File: src/hw/rtl/tlpw_pkg.sv
// Shared types, constants and the sequencer microcode for the page table walker.
// Used by every module of the walker except tlpw_ram; depends on nothing else.
`default_nettype none

package tlpw_pkg;

  localparam int unsigned CfgW    = 12;
  localparam int unsigned LdAddrW = 12;
  localparam int unsigned VaW     = 14;
  localparam int unsigned PaW     = 12;
  localparam int unsigned StepW   = 4;
  localparam int unsigned WideW   = 17;

  localparam logic MODE_LOAD      = 1'b0;
  localparam logic MODE_TRANSLATE = 1'b1;

  typedef struct packed {
    logic               mode;
    logic [LdAddrW-1:0] load_address;
    logic [7:0]         load_byte;
    logic [VaW-1:0]     virtual_address;
  } in_item_t;

  typedef struct packed {
    logic           outer_valid;
    logic           inner_valid;
    logic [PaW-1:0] physical_address;
    logic [31:0]    physical_value;
  } out_item_t;

  typedef enum logic [2:0] {
    ASEL_NEXT,
    ASEL_OUTER,
    ASEL_INNER,
    ASEL_PHYS,
    ASEL_LOAD
  } asel_e;

  typedef enum logic [2:0] {
    JC_NONE,
    JC_IDLE,
    JC_FAULT,
    JC_EMIT,
    JC_ALWAYS
  } jcond_e;

  typedef struct packed {
    logic             acc;
    logic             rd;
    logic             wr;
    logic             shift;
    asel_e            asel;
    logic             set_ov;
    logic             set_iv;
    logic             emit;
    jcond_e           jc;
    logic [StepW-1:0] target;
  } ctrl_t;

  typedef struct packed {
    logic mode;
    logic fault;
    logic out_free;
  } status_t;

  localparam logic [StepW-1:0] StepIdle  = 4'd0;
  localparam logic [StepW-1:0] StepOut0  = 4'd1;
  localparam logic [StepW-1:0] StepOut1  = 4'd2;
  localparam logic [StepW-1:0] StepOut2  = 4'd3;
  localparam logic [StepW-1:0] StepOut3  = 4'd4;
  localparam logic [StepW-1:0] StepInn0  = 4'd5;
  localparam logic [StepW-1:0] StepInn1  = 4'd6;
  localparam logic [StepW-1:0] StepInn2  = 4'd7;
  localparam logic [StepW-1:0] StepInn3  = 4'd8;
  localparam logic [StepW-1:0] StepPhys0 = 4'd9;
  localparam logic [StepW-1:0] StepPhys1 = 4'd10;
  localparam logic [StepW-1:0] StepPhys2 = 4'd11;
  localparam logic [StepW-1:0] StepPhys3 = 4'd12;
  localparam logic [StepW-1:0] StepEmit  = 4'd13;
  localparam logic [StepW-1:0] StepWrite = 4'd14;

  function automatic ctrl_t ucode_word(logic [StepW-1:0] step);
    ctrl_t cw;
    cw        = '0;
    cw.asel   = ASEL_NEXT;
    cw.jc     = JC_NONE;
    cw.target = StepIdle;
    unique case (step)
      StepIdle: begin
        cw.acc    = 1'b1;
        cw.jc     = JC_IDLE;
        cw.target = StepWrite;
      end
      StepOut0: begin
        cw.rd   = 1'b1;
        cw.asel = ASEL_OUTER;
      end
      StepOut1, StepOut2, StepOut3, StepInn1, StepInn2, StepInn3,
      StepPhys1, StepPhys2, StepPhys3: begin
        cw.rd    = 1'b1;
        cw.shift = 1'b1;
      end
      StepInn0: begin
        cw.rd     = 1'b1;
        cw.shift  = 1'b1;
        cw.asel   = ASEL_INNER;
        cw.set_ov = 1'b1;
        cw.jc     = JC_FAULT;
        cw.target = StepEmit;
      end
      StepPhys0: begin
        cw.rd     = 1'b1;
        cw.shift  = 1'b1;
        cw.asel   = ASEL_PHYS;
        cw.set_iv = 1'b1;
        cw.jc     = JC_FAULT;
        cw.target = StepEmit;
      end
      StepEmit: begin
        cw.emit   = 1'b1;
        cw.jc     = JC_EMIT;
        cw.target = StepIdle;
      end
      StepWrite: begin
        cw.wr     = 1'b1;
        cw.asel   = ASEL_LOAD;
        cw.jc     = JC_ALWAYS;
        cw.target = StepIdle;
      end
      default: begin
        cw.jc     = JC_ALWAYS;
        cw.target = StepIdle;
      end
    endcase
    return cw;
  endfunction

endpackage

`default_nettype wire

File: src/hw/rtl/tlpw_seq.sv
// Microcode sequencer: step counter, control store lookup and conditional jumps.
// Depends on tlpw_pkg for the control word, status and microcode.
`default_nettype none

module tlpw_seq (
  input  wire logic              clk_i,
  input  wire logic              rst_ni,
  input  wire logic              in_valid_i,
  input  wire tlpw_pkg::status_t status_i,
  output tlpw_pkg::ctrl_t        ctrl_o
);

  logic [tlpw_pkg::StepW-1:0] pc_q;
  logic [tlpw_pkg::StepW-1:0] pc_d;
  logic [tlpw_pkg::StepW-1:0] pc_inc;
  tlpw_pkg::ctrl_t            cw;

  assign cw     = tlpw_pkg::ucode_word(pc_q);
  assign pc_inc = pc_q + tlpw_pkg::StepW'(1);
  assign ctrl_o = cw;

  always_comb begin
    pc_d = pc_inc;
    unique case (cw.jc)
      tlpw_pkg::JC_NONE: pc_d = pc_inc;
      tlpw_pkg::JC_IDLE: begin
        if (!in_valid_i) begin
          pc_d = pc_q;
        end else if (status_i.mode == tlpw_pkg::MODE_TRANSLATE) begin
          pc_d = pc_inc;
        end else begin
          pc_d = cw.target;
        end
      end
      tlpw_pkg::JC_FAULT:  pc_d = status_i.fault ? cw.target : pc_inc;
      tlpw_pkg::JC_EMIT:   pc_d = status_i.out_free ? cw.target : pc_q;
      tlpw_pkg::JC_ALWAYS: pc_d = cw.target;
      default:             pc_d = tlpw_pkg::StepIdle;
    endcase
  end

  always_ff @(posedge clk_i or negedge rst_ni) begin
    if (!rst_ni) begin
      pc_q <= tlpw_pkg::StepIdle;
    end else begin
      pc_q <= pc_d;
    end
  end

endmodule

`default_nettype wire

File: config.mk
export PLATFORM = sky130hd
export DESIGN_NAME = tlpw_seq
export DESIGN_NICKNAME = d
export VERILOG_FILES = /design/src/hw/rtl/tlpw_pkg.sv /design/src/hw/rtl/tlpw_seq.sv
export SDC_FILE = /design/constraint.sdc
export NUM_CORES = 1
export LEC_CHECK = 0
export ABC_AREA = 1
export CAP_MARGIN = 20
export CORE_UTILIZATION = 32
export DETAILED_ROUTE_END_ITERATION = 10
export DONT_BUFFER_PORTS = 1
export PLACE_DENSITY = 0.43
export SLEW_MARGIN = 20
export SYNTH_ARGS = -nofsm -noshare
export SYNTH_HDL_FRONTEND = slang
export SYNTH_SLANG_ARGS = --single-unit
File: constraint.sdc
create_clock -name clk_i -period 4.4 [get_ports clk_i]
set_clock_uncertainty 0.2 [all_clocks]
set_input_delay 0.22 -clock clk_i [delete_from_list [all_inputs] [get_ports clk_i]]
set_output_delay 0.22 -clock clk_i [all_outputs]
set_load 0.1 [all_outputs]
=== Yosys cells after proc, flatten, opt, wreduce, memory -nomap -nowiden ===
Cells that the tools add are included.

* Register bits after elaboration: 4
* Input bits: 6
* Output and inout bits: 17
* Logic and storage cells: 43

* Add/sub/neg operators: 1
* Eq/ne operators: 20
* Multiplexer cells: 14
* Reductions and logical operators: 7

{| class="wikitable"
|+ Operators with widths
! kind !! count
|-
| 4-bit == test (second input constant) || 7
|-
| 7-bit one-hot mux with 4 select lines || 1
|-
| 4-bit one-hot mux with 5 select lines || 1
|-
| 4-bit by 3-bit == test with 1-bit output (second input constant) || 4
|-
| 4-bit 2-to-1 mux || 4
|-
| 3-bit one-hot mux with 4 select lines || 1
|-
| 12-bit OR reduction || 1
|-
| 11-bit OR reduction || 1
|-
| 10-bit OR reduction || 1
|-
| 4-bit by 2-bit == test with 1-bit output (second input constant) || 2
|-
| 1-bit 2-to-1 mux || 7
|-
| 3-bit by 2-bit == test with 1-bit output (second input constant) || 2
|-
| 4-bit by 1-bit adder with 4-bit output (second input constant) || 1
|-
| 4-bit by 1-bit == test with 1-bit output (second input constant) || 1
|-
| 4-bit zero test || 1
|-
| 2-bit inequality test (second input constant) || 2
|-
| 3-bit by 1-bit == test with 1-bit output (second input constant) || 1
|-
| 3-bit == test (second input constant) || 1
|-
| 3-bit zero test || 1
|-
| 2-bit AND reduction || 1
|-
| 2-bit OR reduction || 1
|}

=== Depth between registers and ports, before layout ===
Gate-level depths: netlist of run 1.

* Word-level depth: 6
* Gate-level depth with buffers: 12
* Gate-level depth less buffers: 12

=== Worst setup path before layout of run 1 ===
No wires, ideal clock.

* Path kind: register -> output
* Start: register pc_q[1] (netlist bit)
* End: output ctrl_o[4] (netlist bit)
* Arrival: 2915 ps
* Data required time: 3980 ps
* Setup slack: 1065 ps
* Stages on the path, launching flop included: 5
* Path buffers: 0
* Cell sequence: dfrtp_1 > inv_1 > ha_1 > inv_1 > o21ai_0

{| class="wikitable"
|+ RTL lines
! item !! RTL line !! RTL
|-
| start, declared || tlpw_seq.sv:13 || <nowiki>logic [tlpw_pkg::StepW-1:0] pc_q;</nowiki>
|-
| start signal, assigned || tlpw_seq.sv:44 || <nowiki>pc_q <= tlpw_pkg::StepIdle;</nowiki>
|-
| start signal, assigned || tlpw_seq.sv:46 || <nowiki>pc_q <= pc_d;</nowiki>
|-
| end, declared || tlpw_seq.sv:10 || <nowiki>output tlpw_pkg::ctrl_t ctrl_o</nowiki>
|}

==> results_tabular.tex, run 1 <==
\begin{tabular}{lr}
\hline
Metric & Value \\
\hline
\multicolumn{2}{l}{\textbf{Run status}} \\
\quad Result of the run & finished clean \\
\multicolumn{2}{l}{\textbf{Floorplan}} \\
\quad Number of I/O pins & 23 \\
\quad Std cell rows & 15 \\
\quad Overall die width & between 40 and 50 um \\
\quad Die area & roughly 2200 sq um \\
\quad Y dimension of the die & roughly 47 um \\
\quad Area of the core & 1800 sq um \\
\quad Starting density of the core & 0.357 \\
\multicolumn{2}{l}{\textbf{Timing}} \\
\quad Worst-case setup margin in the final layout & $\sim$1.6 ns \\
\quad Number of hold violations in the final report & 0 \\
\quad Worst-margin pin slew & $\sim$1.1 ns \\
\quad Tmin final & approximately 2.8 ns \\
\quad Final Max Tran Viols & 0 \\
\quad Share of the cycle needed by the critical path after routing & 0.631 \\
\quad Final setup violation count & 0 \\
\quad Max Fclk & between 0.3 and 0.4 GHz \\
\quad RSZ-0062 raised after global routing & false \\
\quad Setup TNS Final & 0 ns \\
\quad Worst slew margin & 0.266 \\
\multicolumn{2}{l}{\textbf{Detailed routing}} \\
\quad DRC violation count after routing & 0 \\
\quad First-pass iteration count of the detailed router & 4 \\
\quad Violation count after the first detailed-routing iteration & 16 \\
\quad Avg WL per Cell & 11.1 um \\
\quad Total Wirelength & 1.50 mm \\
\quad Routed via count & 616 \\
\quad Avg Vias per Cell & 4.56 \\
\quad DRT antenna net count & 0 \\
\multicolumn{2}{l}{\textbf{Place}} \\
\quad Detailed-placement wirelength estimate & 1.29 mm \\
\quad IO Port Bufs & 0 \\
\quad Final GP Congestion & between 0.7 and 0.8 \\
\quad Worst slack after detailed placement & 1.85 ns \\
\multicolumn{2}{l}{\textbf{Synthesis}} \\
\quad Number of standard cells after synthesis & 104 \\
\quad Part of the Yosys area used for sequential elements & 0.156 \\
\quad Warnings from Yosys & 0 \\
\quad Number of enable flip-flop cells after synthesis & 0 \\
\quad Area share of the leading cell type in the synthesized netlist & 0.156 \\
\quad Net count after synthesis & 114 \\
\quad Async set or reset register ratio after synthesis & 1.00 \\
\quad Yosys top cell by area & dfrtp\_1 \\
\quad Yosys reg bits & 4 \\
\quad Most common cell in the netlist & nand2\_1 \\
\quad Syn Std Cell Area & around 640 sq um \\
\quad Top cell types by occurrence after synthesis & 24 x nand2\_1, 18 x inv\_1, 11 x nor2\_1 \\
\quad Synth Flop Type & dfrtp\_1 \\
\quad Post-synth cell types & 21 \\
\quad Average cell area after synthesis & 6.18 sq um \\
\quad Top cells by area in the synthesized netlist & dfrtp\_1 16\%, nand2\_1 14\%, inv\_1 11\% \\
\multicolumn{2}{l}{\textbf{Finish}} \\
\quad Relative area change from synthesis to final layout & 16.0\% \\
\quad \# diodes & 0 \\
\quad Fillcell total & 202 \\
\quad Layout Nets & 122 \\
\quad Flip-flop count of the largest register after layout & 4 \\
\quad Largest registers & pc\_q x4 \\
\quad Register ranked first by flip-flop count & pc\_q \\
\quad Fraction of layout instances using a drive strength above 1 & 0.291 \\
\multicolumn{2}{l}{\textbf{Worst setup path}} \\
\quad Worst path arrival time & roughly 2.4 ns \\
\quad Crit. End Element & output pin \\
\quad Data required time at the worst endpoint & between 3 and 4 ns \\
\quad Largest delay share family, worst path & simple AND/OR/NAND/NOR gates \\
\quad Worst Setup Start Kind & flop \\
\quad Peak fanout along the critical path & 5 \\
\quad Critical-path cell list & inv\_1 -> ha\_1 -> nand3\_2 -> nand2\_4 -> inv\_2 -> nand3\_1 \\
\quad Critical path class & flop to output pin \\
\quad Crit path buf inv count & 2 \\
\quad Max stage delay on crit path & between 0.7 and 0.8 ns \\
\quad Critical Path Slowest Stage Cell & nand3\_1 \\
\multicolumn{2}{l}{\textbf{Clock tree}} \\
\quad Total CTS buffers & 3 \\
\quad CTS Root Buffer Type & clkbuf\_4 \\
\quad Maximum root-to-sink buffer count & 2 \\
\quad CTS tree & built \\
\quad Post-CTS setup buffer count & 0 \\
\quad Insertion delay of the later-clocked pin in the worst-skew pair & 0.23 ns \\
\quad Depth of the CTS H-tree & 1 \\
\quad Clock-pin slew on the worst setup and hold paths & 0.04 ns \\
\quad Count of clock tree sinks & 4 \\
\quad Quantity of gates resized following cts & 0 \\
\multicolumn{2}{l}{\textbf{Worst hold path}} \\
\quad Kind of path behind the tightest hold check & input port to flop \\
\multicolumn{2}{l}{\textbf{Global routing}} \\
\quad Pin count of the biggest net entering global routing & 10 \\
\quad First-pass GRT wire length & 2.33 mm \\
\quad Vias in the first global route & 541 \\
\quad Remaining global-route overflow & 0 \\
\quad Initial antenna violation count & 0 \\
\quad Overall track demand over capacity in global routing & 0.155 \\
\multicolumn{2}{l}{\textbf{Job}} \\
\quad Number of maximum-capacitance constraint violations & 0 \\
\hline
\end{tabular}
[stage by stage]
| step | std cells | hold slack (ns) | utilization | instance area (sq um) |
|---|---|---|---|---|
| floorplan | 104 | -0.276 | - | 643 |
| global placement | 130 | -0.275 | 0.388 | 698 |
| detailed placement | 131 | -0.275 | 0.396 | 713 |
| CTS | 135 | 0.0359 | 0.414 | 746 |
| global route | 135 | 0.0427 | 0.414 | 746 |
| finish | 135 | 0.0385 | 0.414 | 746 |
[worst min-delay path, delay by kind of cell]
kind,cells,cell delay (ns)
and+or+nand+nor,2,0.16
buffers and inverters,1,0.05
[what timing repair did]
item / CTS / global route
setup endpoints to repair: 0 / 0
endpoints found under the hold margin: 4 / 0
hold buffers: 1 / 0
[cell usage in the layout, fill, tap and decap left out, types with 4 or more instances in the layout]
master / Yosys / routed
inv_2: 4 / 4
nand2_4: 4 / 4
ha_1: 4 / 4
dfrtp_1: 4 / 4
nor2_1: 11 / 7
nand3_2: 4 / 4
a21oi_1: 5 / 5
nor2_2: 2 / 6
nand3_1: 8 / 8
nand2_1: 24 / 24
inv_1: 18 / 18
[logic make-up (layout without fill, tap and decap cells)]
family | after synthesis | count (layout) | synth area share
adders and majority gates | 4 | 4 | 0.0778
DFF | 4 | 4 | 0.156
xor gates and xnor gates | 2 | 2 | 0.0272
and+or+nand+nor | 59 | 59 | 0.488
buffers and inverters | 24 | 30 | 0.148
AOI/OAI and AO/OA | 11 | 11 | 0.103
[worst paths after layout]
kind                       slack (ns)             endpoint           startpoint  depth (start not counted)
max                              1.62           ctrl_o[13]  pc_q[1]$_DFFE_PN0P_                          6
min reg2reg                      0.43  pc_q[0]$_DFFE_PN0P_  pc_q[0]$_DFFE_PN0P_                          2
max reg2reg                      2.05  pc_q[2]$_DFFE_PN0P_  pc_q[0]$_DFFE_PN0P_                         11
min in group asynchronous        0.05  pc_q[1]$_DFFE_PN0P_               rst_ni                          1
min                              0.04  pc_q[3]$_DFFE_PN0P_           in_valid_i                          3
max in group asynchronous        3.79  pc_q[3]$_DFFE_PN0P_               rst_ni                          1
[area by class of cell]
class / count / area [sq um] / area share
multi-input combinational: 76 / 462 / 0.619
sequential: 4 / 100 / 0.134
inverter: 22 / 82.6 / 0.111
timing repair buffer: 5 / 47.5 / 0.0638
tap: 25 / 31.3 / 0.0419
clock buffer: 3 / 22.5 / 0.0302
[metal layers]
metal	vias up	track usage	part of all wire
met1	265	0.192	0.44
met2	20	0.256	0.50
met3	2	0.0269	0.061
met4	0	0.0857	0.0053
li1	329	-	-
met5	-	0	0
Power of run 1 is left out: the tool's default activity adds up to more than one toggle a clock period on the data nets, which glitch-free logic cannot reach.
==> run 2, diff against run 1 <==
--- a/config.mk
+++ b/config.mk
@@ -10,7 +10,7 @@
 export CORE_UTILIZATION = 32
 export DETAILED_ROUTE_END_ITERATION = 10
 export DONT_BUFFER_PORTS = 1
-export PLACE_DENSITY = 0.43
+export PLACE_DENSITY = 0.44
 export SLEW_MARGIN = 20
 export SYNTH_ARGS = -nofsm -noshare
 export SYNTH_HDL_FRONTEND = slang
==> constraint.sdc (replaced) <==
create_clock -name clk_i -period 2.3 [get_ports clk_i]
set_clock_uncertainty 0.2 [all_clocks]
set_input_delay 0.115 -clock clk_i [delete_from_list [all_inputs] [get_ports clk_i]]
set_output_delay 0.115 -clock clk_i [all_outputs]
set_load 0.1 [all_outputs]
==> results_tabular.tex, run 2 (same netlist as run 1, synthesis figures left out) <==
\begin{tabular}{lr}
\hline
Metric & Value \\
\hline
\multicolumn{2}{l}{\textbf{Detailed routing}} \\
\quad Violation count after the first detailed-routing iteration & 6 \\
\quad DRC violation count after routing & 0 \\
\quad Avg Vias per Cell & 4.45 \\
\quad Total Wirelength & 1.56 mm \\
\quad First-pass iteration count of the detailed router & 4 \\
\quad DRT antenna net count & 0 \\
\quad Avg WL per Cell & 10.4 um \\
\quad Routed via count & between 600 and 700 \\
\multicolumn{2}{l}{\textbf{Global routing}} \\
\quad Met3 Resource Use GR & 0.0115 \\
\quad Met2 Usage GRT & 0.267 \\
\quad Global route hottest layer & met2 \\
\quad Met1 demand-to-capacity share in global routing & 0.229 \\
\quad First-pass GRT wire length & 2.55 mm \\
\quad Vias in the first global route & 558 \\
\quad Pin count of the biggest net entering global routing & 10 \\
\quad Overall track demand over capacity in global routing & 0.163 \\
\quad Initial antenna violation count & 0 \\
\quad Remaining global-route overflow & 0 \\
\multicolumn{2}{l}{\textbf{Finish}} \\
\quad Commonest non-fill, non-tap cells in the layout & 24 x nand2\_1, 18 x inv\_1, 14 x buf\_4 \\
\quad Multi-input gate area in the final layout & about 470 sq um \\
\quad Flip-flop count of the largest register after layout & 4 \\
\quad Layout Nets & about 140 \\
\quad Commonest non-fill, non-tap cell in the layout & nand2\_1 \\
\quad FF+latch area & 100 sq um \\
\quad Relative area change from synthesis to final layout & 38.7\% \\
\quad Largest registers & pc\_q x4 \\
\quad Register ranked first by flip-flop count & pc\_q \\
\quad \# diodes & 0 \\
\quad Fillcell total & 204 \\
\quad Fraction of layout instances using a drive strength above 1 & 0.352 \\
\multicolumn{2}{l}{\textbf{Place}} \\
\quad Final GP Congestion & 0.847 \\
\quad Detailed-placement wirelength estimate & 1.30 mm \\
\quad Worst slack after detailed placement & 0.385 ns \\
\quad IO Port Bufs & 0 \\
\multicolumn{2}{l}{\textbf{Floorplan}} \\
\quad Starting density of the core & 0.357 \\
\quad Overall die width & 46.8 um \\
\quad Std cell rows & 15 \\
\quad Number of I/O pins & 23 \\
\quad Area of the core & 1800 sq um \\
\quad Y dimension of the die & 46.8 um \\
\quad Die area & 2190 sq um \\
\multicolumn{2}{l}{\textbf{Timing}} \\
\quad Final setup violation count & 0 \\
\quad RSZ-0062 raised after global routing & false \\
\quad Share of the cycle needed by the critical path after routing & 0.935 \\
\quad Number of hold violations in the final report & 0 \\
\quad Worst slew margin & 0.641 \\
\quad Worst-case setup margin in the final layout & 0.149 ns \\
\quad Final Max Tran Viols & 0 \\
\quad Tmin final & 2.15 ns \\
\quad Worst-margin pin slew & 0.543 ns \\
\quad Max Fclk & 0.465 GHz \\
\multicolumn{2}{l}{\textbf{Worst setup path}} \\
\quad Register-to-Register Setup Slack & 0.42 ns \\
\quad Peak fanout along the critical path & 5 \\
\quad Worst path arrival time & roughly 1.8 ns \\
\quad Critical path class & flop to output pin \\
\quad Worst Setup Start Kind & flop \\
\quad Crit. End Element & output pin \\
\quad Data required time at the worst endpoint & a little under 2 ns \\
\multicolumn{2}{l}{\textbf{Clock tree}} \\
\quad CTS tree & built \\
\quad Post-CTS Hold Fix Bufs & 4 \\
\quad Total CTS buffers & 3 \\
\quad CTS Root Buffer Type & clkbuf\_4 \\
\quad Count of clock tree sinks & 4 \\
\quad Clock-pin slew on the worst setup and hold paths & 0.04 ns \\
\quad Maximum root-to-sink buffer count & 2 \\
\quad Post-CTS setup buffer count & 0 \\
\quad Depth of the CTS H-tree & 1 \\
\quad Insertion delay of the later-clocked pin in the worst-skew pair & around 0.23 ns \\
\quad Quantity of gates resized following cts & 0 \\
\multicolumn{2}{l}{\textbf{Worst hold path}} \\
\quad Kind of path behind the tightest hold check & input port to flop \\
\multicolumn{2}{l}{\textbf{Job}} \\
\quad Number of maximum-capacitance constraint violations & 0 \\
\multicolumn{2}{l}{\textbf{Run status}} \\
\quad Result of the run & finished clean \\
\hline
\end{tabular}
==> run 2: cell count changes in the layout (fill, tap and decap cells not counted) <==
cell           change
dlygate4sd3_1      +3
nand2_4            -1
buf_12             +2
nand2_8            +1
buf_8              -1
buf_4             +11
==> run 2: worst paths after layout <==
| check | end | depth (start not counted) | startpoint |
|---|---|---|---|
| hold / removal | pc_q[0]$_DFFE_PN0P_ | 4 | status_i[1] |
| hold reg to reg | pc_q[0]$_DFFE_PN0P_ | 2 | pc_q[0]$_DFFE_PN0P_ |
| setup reg to reg | pc_q[3]$_DFFE_PN0P_ | 10 | pc_q[0]$_DFFE_PN0P_ |
| max in group asynchronous | pc_q[2]$_DFFE_PN0P_ | 2 | rst_ni |
| setup / recovery | ctrl_o[3] | 5 | pc_q[1]$_DFFE_PN0P_ |
| min in group asynchronous | pc_q[0]$_DFFE_PN0P_ | 2 | rst_ni |
==> run 2: layout make-up <==
class | instances | share of cell area
Tap cell | 25 | 0.0351
Inverter | 22 | 0.0926
Sequential cell | 4 | 0.112
Multi-Input combinational cell | 76 | 0.527
Clock buffer | 3 | 0.0252
Timing Repair Buffer | 20 | 0.208
==> run 2: layer usage <==
layer | vias to the layer above | share of wire
li1 | 359 | -
met1 | 295 | 0.47
met2 | 13 | 0.51
met3 | 0 | 0.027
met4 | 0 | 0
met5 | - | 0
==> run 2: critical path, stage by stage, from the launching register on <==
cell     delay (ns)
dfrtp_1        0.40
inv_1          0.11
ha_1           0.24
nand3_2        0.21
nand3_2        0.16
buf_4          0.48
==> run 2: stage by stage <==
stage	hold WS, ns	TNS [ns]	utilization	area, sq um	cells
after floorplan	-0.381	-0.906	-	662	104
after global placement	-0.381	0	0.460	830	143
after detailed placement	-0.380	0	0.460	830	143
after CTS	0.0232	0	0.495	892	150
after global routing	0.0702	0	0.495	892	150
final	0.0275	0	0.495	892	150
Power of run 2 is left out for the same reason.
==> run 3, diff against run 2 <==
--- a/config.mk
+++ b/config.mk
@@ -5,7 +5,6 @@
 export SDC_FILE = /design/constraint.sdc
 export NUM_CORES = 1
 export LEC_CHECK = 0
-export ABC_AREA = 1
 export CAP_MARGIN = 20
 export CORE_UTILIZATION = 32
 export DETAILED_ROUTE_END_ITERATION = 10
==> results_tabular.tex, run 3 <==
\begin{tabular}{lr}
\hline
Metric & Value \\
\hline
\multicolumn{2}{l}{\textbf{Timing}} \\
\quad Worst-margin pin slew & roughly 0.5 ns \\
\quad Worst slew margin & 0.666 \\
\quad RSZ-0062 raised after global routing & true \\
\quad Number of hold violations in the final report & 0 \\
\quad Final Max Tran Viols & 0 \\
\quad Tmin final & 2.24 ns \\
\quad Max Fclk & 0.447 GHz \\
\quad Final setup violation count & 0 \\
\quad Share of the cycle needed by the critical path after routing & 0.973 \\
\multicolumn{2}{l}{\textbf{Synthesis}} \\
\quad Net count after synthesis & 78 \\
\quad Warnings from Yosys & 0 \\
\quad Syn Std Cell Area & 544 sq um \\
\quad Yosys top cell by area & dfrtp\_1 \\
\quad Synth Flop Type & dfrtp\_1 \\
\quad Average cell area after synthesis & 8.00 sq um \\
\quad Number of standard cells after synthesis & 68 \\
\quad Async set or reset register ratio after synthesis & 1.00 \\
\quad Number of enable flip-flop cells after synthesis & 0 \\
\quad Top cell types by occurrence after synthesis & 5 x nand2\_1, 5 x nor2\_1 \\
\quad Yosys reg bits & 4 \\
\quad Top cells by area in the synthesized netlist & dfrtp\_1 18\%, ha\_1 9.2\%, and2\_1 4.6\% \\
\quad Area share of the leading cell type in the synthesized netlist & 0.184 \\
\quad Post-synth cell types & 39 \\
\quad Part of the Yosys area used for sequential elements & 0.184 \\
\multicolumn{2}{l}{\textbf{Clock tree}} \\
\quad CTS tree & built \\
\quad Depth of the CTS H-tree & 1 \\
\quad Clock-pin slew on the worst setup and hold paths & roughly 0.030 ns \\
\quad Count of clock tree sinks & 4 \\
\quad Maximum root-to-sink buffer count & 2 \\
\quad CTS Root Buffer Type & clkbuf\_4 \\
\quad Total CTS buffers & 3 \\
\quad Insertion delay of the later-clocked pin in the worst-skew pair & 0.23 ns \\
\multicolumn{2}{l}{\textbf{Worst setup path}} \\
\quad Crit. End Element & output pin \\
\quad Worst Setup Start Kind & flop \\
\quad Crit path buf inv count & 2 \\
\quad Critical-path cell list & inv\_1 -> ha\_1 -> or3b\_4 -> or2b\_4 -> buf\_12 \\
\quad Critical Path Slowest Stage Cell & or3b\_4 \\
\quad Worst path arrival time & 1.92 ns \\
\quad Largest delay share family, worst path & simple AND/OR/NAND/NOR gates \\
\quad Critical path class & flop to output pin \\
\quad Max stage delay on crit path & between 0.4 and 0.5 ns \\
\quad Data required time at the worst endpoint & 1.99 ns \\
\quad Peak fanout along the critical path & 6 \\
\quad Register-to-Register Setup Slack & 0.25 ns \\
\multicolumn{2}{l}{\textbf{Global routing}} \\
\quad Remaining global-route overflow & 0 \\
\quad Global route hottest layer & met2 \\
\quad Overall track demand over capacity in global routing & 0.162 \\
\quad First-pass GRT wire length & 2.26 mm \\
\quad Met3 Resource Use GR & 0.0638 \\
\quad Pin count of the biggest net entering global routing & 13 \\
\quad Met1 demand-to-capacity share in global routing & 0.220 \\
\quad Initial antenna violation count & 0 \\
\quad Met2 Usage GRT & 0.248 \\
\quad Vias in the first global route & 517 \\
\multicolumn{2}{l}{\textbf{Floorplan}} \\
\quad Area of the core & 1540 sq um \\
\quad Number of I/O pins & 23 \\
\quad Die area & 1870 sq um \\
\quad Std cell rows & 14 \\
\quad Starting density of the core & 0.353 \\
\quad Overall die width & $\sim$43 um \\
\quad Y dimension of the die & 43.2 um \\
\multicolumn{2}{l}{\textbf{Finish}} \\
\quad Register ranked first by flip-flop count & pc\_q \\
\quad Relative area change from synthesis to final layout & 60.2\% \\
\quad Final cell utilization of the core & 0.566 \\
\quad Commonest non-fill, non-tap cells in the layout & 16 x buf\_4, 5 x dlygate4sd3\_1, 5 x buf\_12 \\
\quad \# diodes & 0 \\
\quad Final instance area & about 870 sq um \\
\quad Commonest non-fill, non-tap cell in the layout & buf\_4 \\
\quad Largest registers & pc\_q x4 \\
\quad Layout Nets & just over 100 \\
\quad Flip-flop count of the largest register after layout & 4 \\
\quad Fraction of layout instances using a drive strength above 1 & 0.429 \\
\multicolumn{2}{l}{\textbf{Job}} \\
\quad Number of maximum-capacitance constraint violations & 0 \\
\multicolumn{2}{l}{\textbf{Worst hold path}} \\
\quad Kind of path behind the tightest hold check & input port to flop \\
\multicolumn{2}{l}{\textbf{Detailed routing}} \\
\quad DRT antenna net count & 0 \\
\quad Violation count after the first detailed-routing iteration & 4 \\
\quad First-pass iteration count of the detailed router & 2 \\
\quad Total Wirelength & 1.39 mm \\
\quad Avg Vias per Cell & 5.13 \\
\quad Avg WL per Cell & roughly 13 um \\
\quad DRC violation count after routing & 0 \\
\quad Routed via count & 549 \\
\multicolumn{2}{l}{\textbf{Run status}} \\
\quad Result of the run & finished clean \\
\multicolumn{2}{l}{\textbf{Place}} \\
\quad Placement-stage cell area & 785 sq um \\
\quad IO Port Bufs & 0 \\
\quad Final GP Congestion & 0.781 \\
\quad Detailed-placement wirelength estimate & roughly 1.0 mm \\
\hline
\end{tabular}
==> run 3: path summary, 6_finish.rpt <==
kind / from / end / depth (start not counted)
setup / recovery: pc_q[0]$_DFFE_PN0P_ / ctrl_o[2] / 5
hold / removal: status_i[2] / pc_q[0]$_DFFE_PN0P_ / 3
setup reg to reg: pc_q[1]$_DFFE_PN0P_ / pc_q[0]$_DFFE_PN0P_ / 6
hold reg to reg: pc_q[0]$_DFFE_PN0P_ / pc_q[0]$_DFFE_PN0P_ / 1
max in group asynchronous: rst_ni / pc_q[0]$_DFFE_PN0P_ / 2
min in group asynchronous: rst_ni / pc_q[3]$_DFFE_PN0P_ / 2
==> run 3: metal layers <==
layer | vias up | share of wire
met5 | - | 0
met4 | 0 | 0
met3 | 0 | 0.046
met2 | 15 | 0.49
met1 | 247 | 0.46
li1 | 287 | -
==> run 3: cell type report <==
type	instances	area (sq um)
fillers	154	669
well taps	16	20.0
inverters	5	23.8
multi-input cells	53	435
clock buffers	3	22.5
repair buffers	26	270
flip-flops and latches	4	100
==> run 3: tightest hold or removal path: stages <==
cell and delay [ns]:
a32oi_1 0.09, o31ai_1 0.07, mux2_2 0.14
==> run 3: logic make-up (layout without fill, tap and decap cells) <==
kind of cell    after synthesis  after routing  share of synthesized area
simple gates                 27             27                      0.303
compound gates               18             18                      0.248
xor+xnor                      2              2                     0.0322
buf+inv                      11             34                      0.101
flops                         4              4                      0.184
mux                           1              1                     0.0207
fa+ha+maj                     5              5                      0.110
==> run 3: what timing repair did <==
action                                  4_1_cts  5_1_grt
hold buffers                                  5        0
setup buffers                                 0        1
gates resized for setup                       0        1
endpoints found under the setup margin        0        3
endpoints found under the hold margin         7        0
==> run 3: through the flow <==
step                      hold WS (ns)  setup WS (ns)  setup TNS [ns]  cells
after CTS                       0.0163         0.0568               0    106
after global routing            0.0406       -0.00416        -0.00416    107
after global placement          -0.381          0.220               0     98
final                           0.0246         0.0627               0    107
after floorplan                 -0.381         -0.118          -0.202     68
after detailed placement        -0.381          0.213               0     98
Power of run 3 is left out for the same reason.
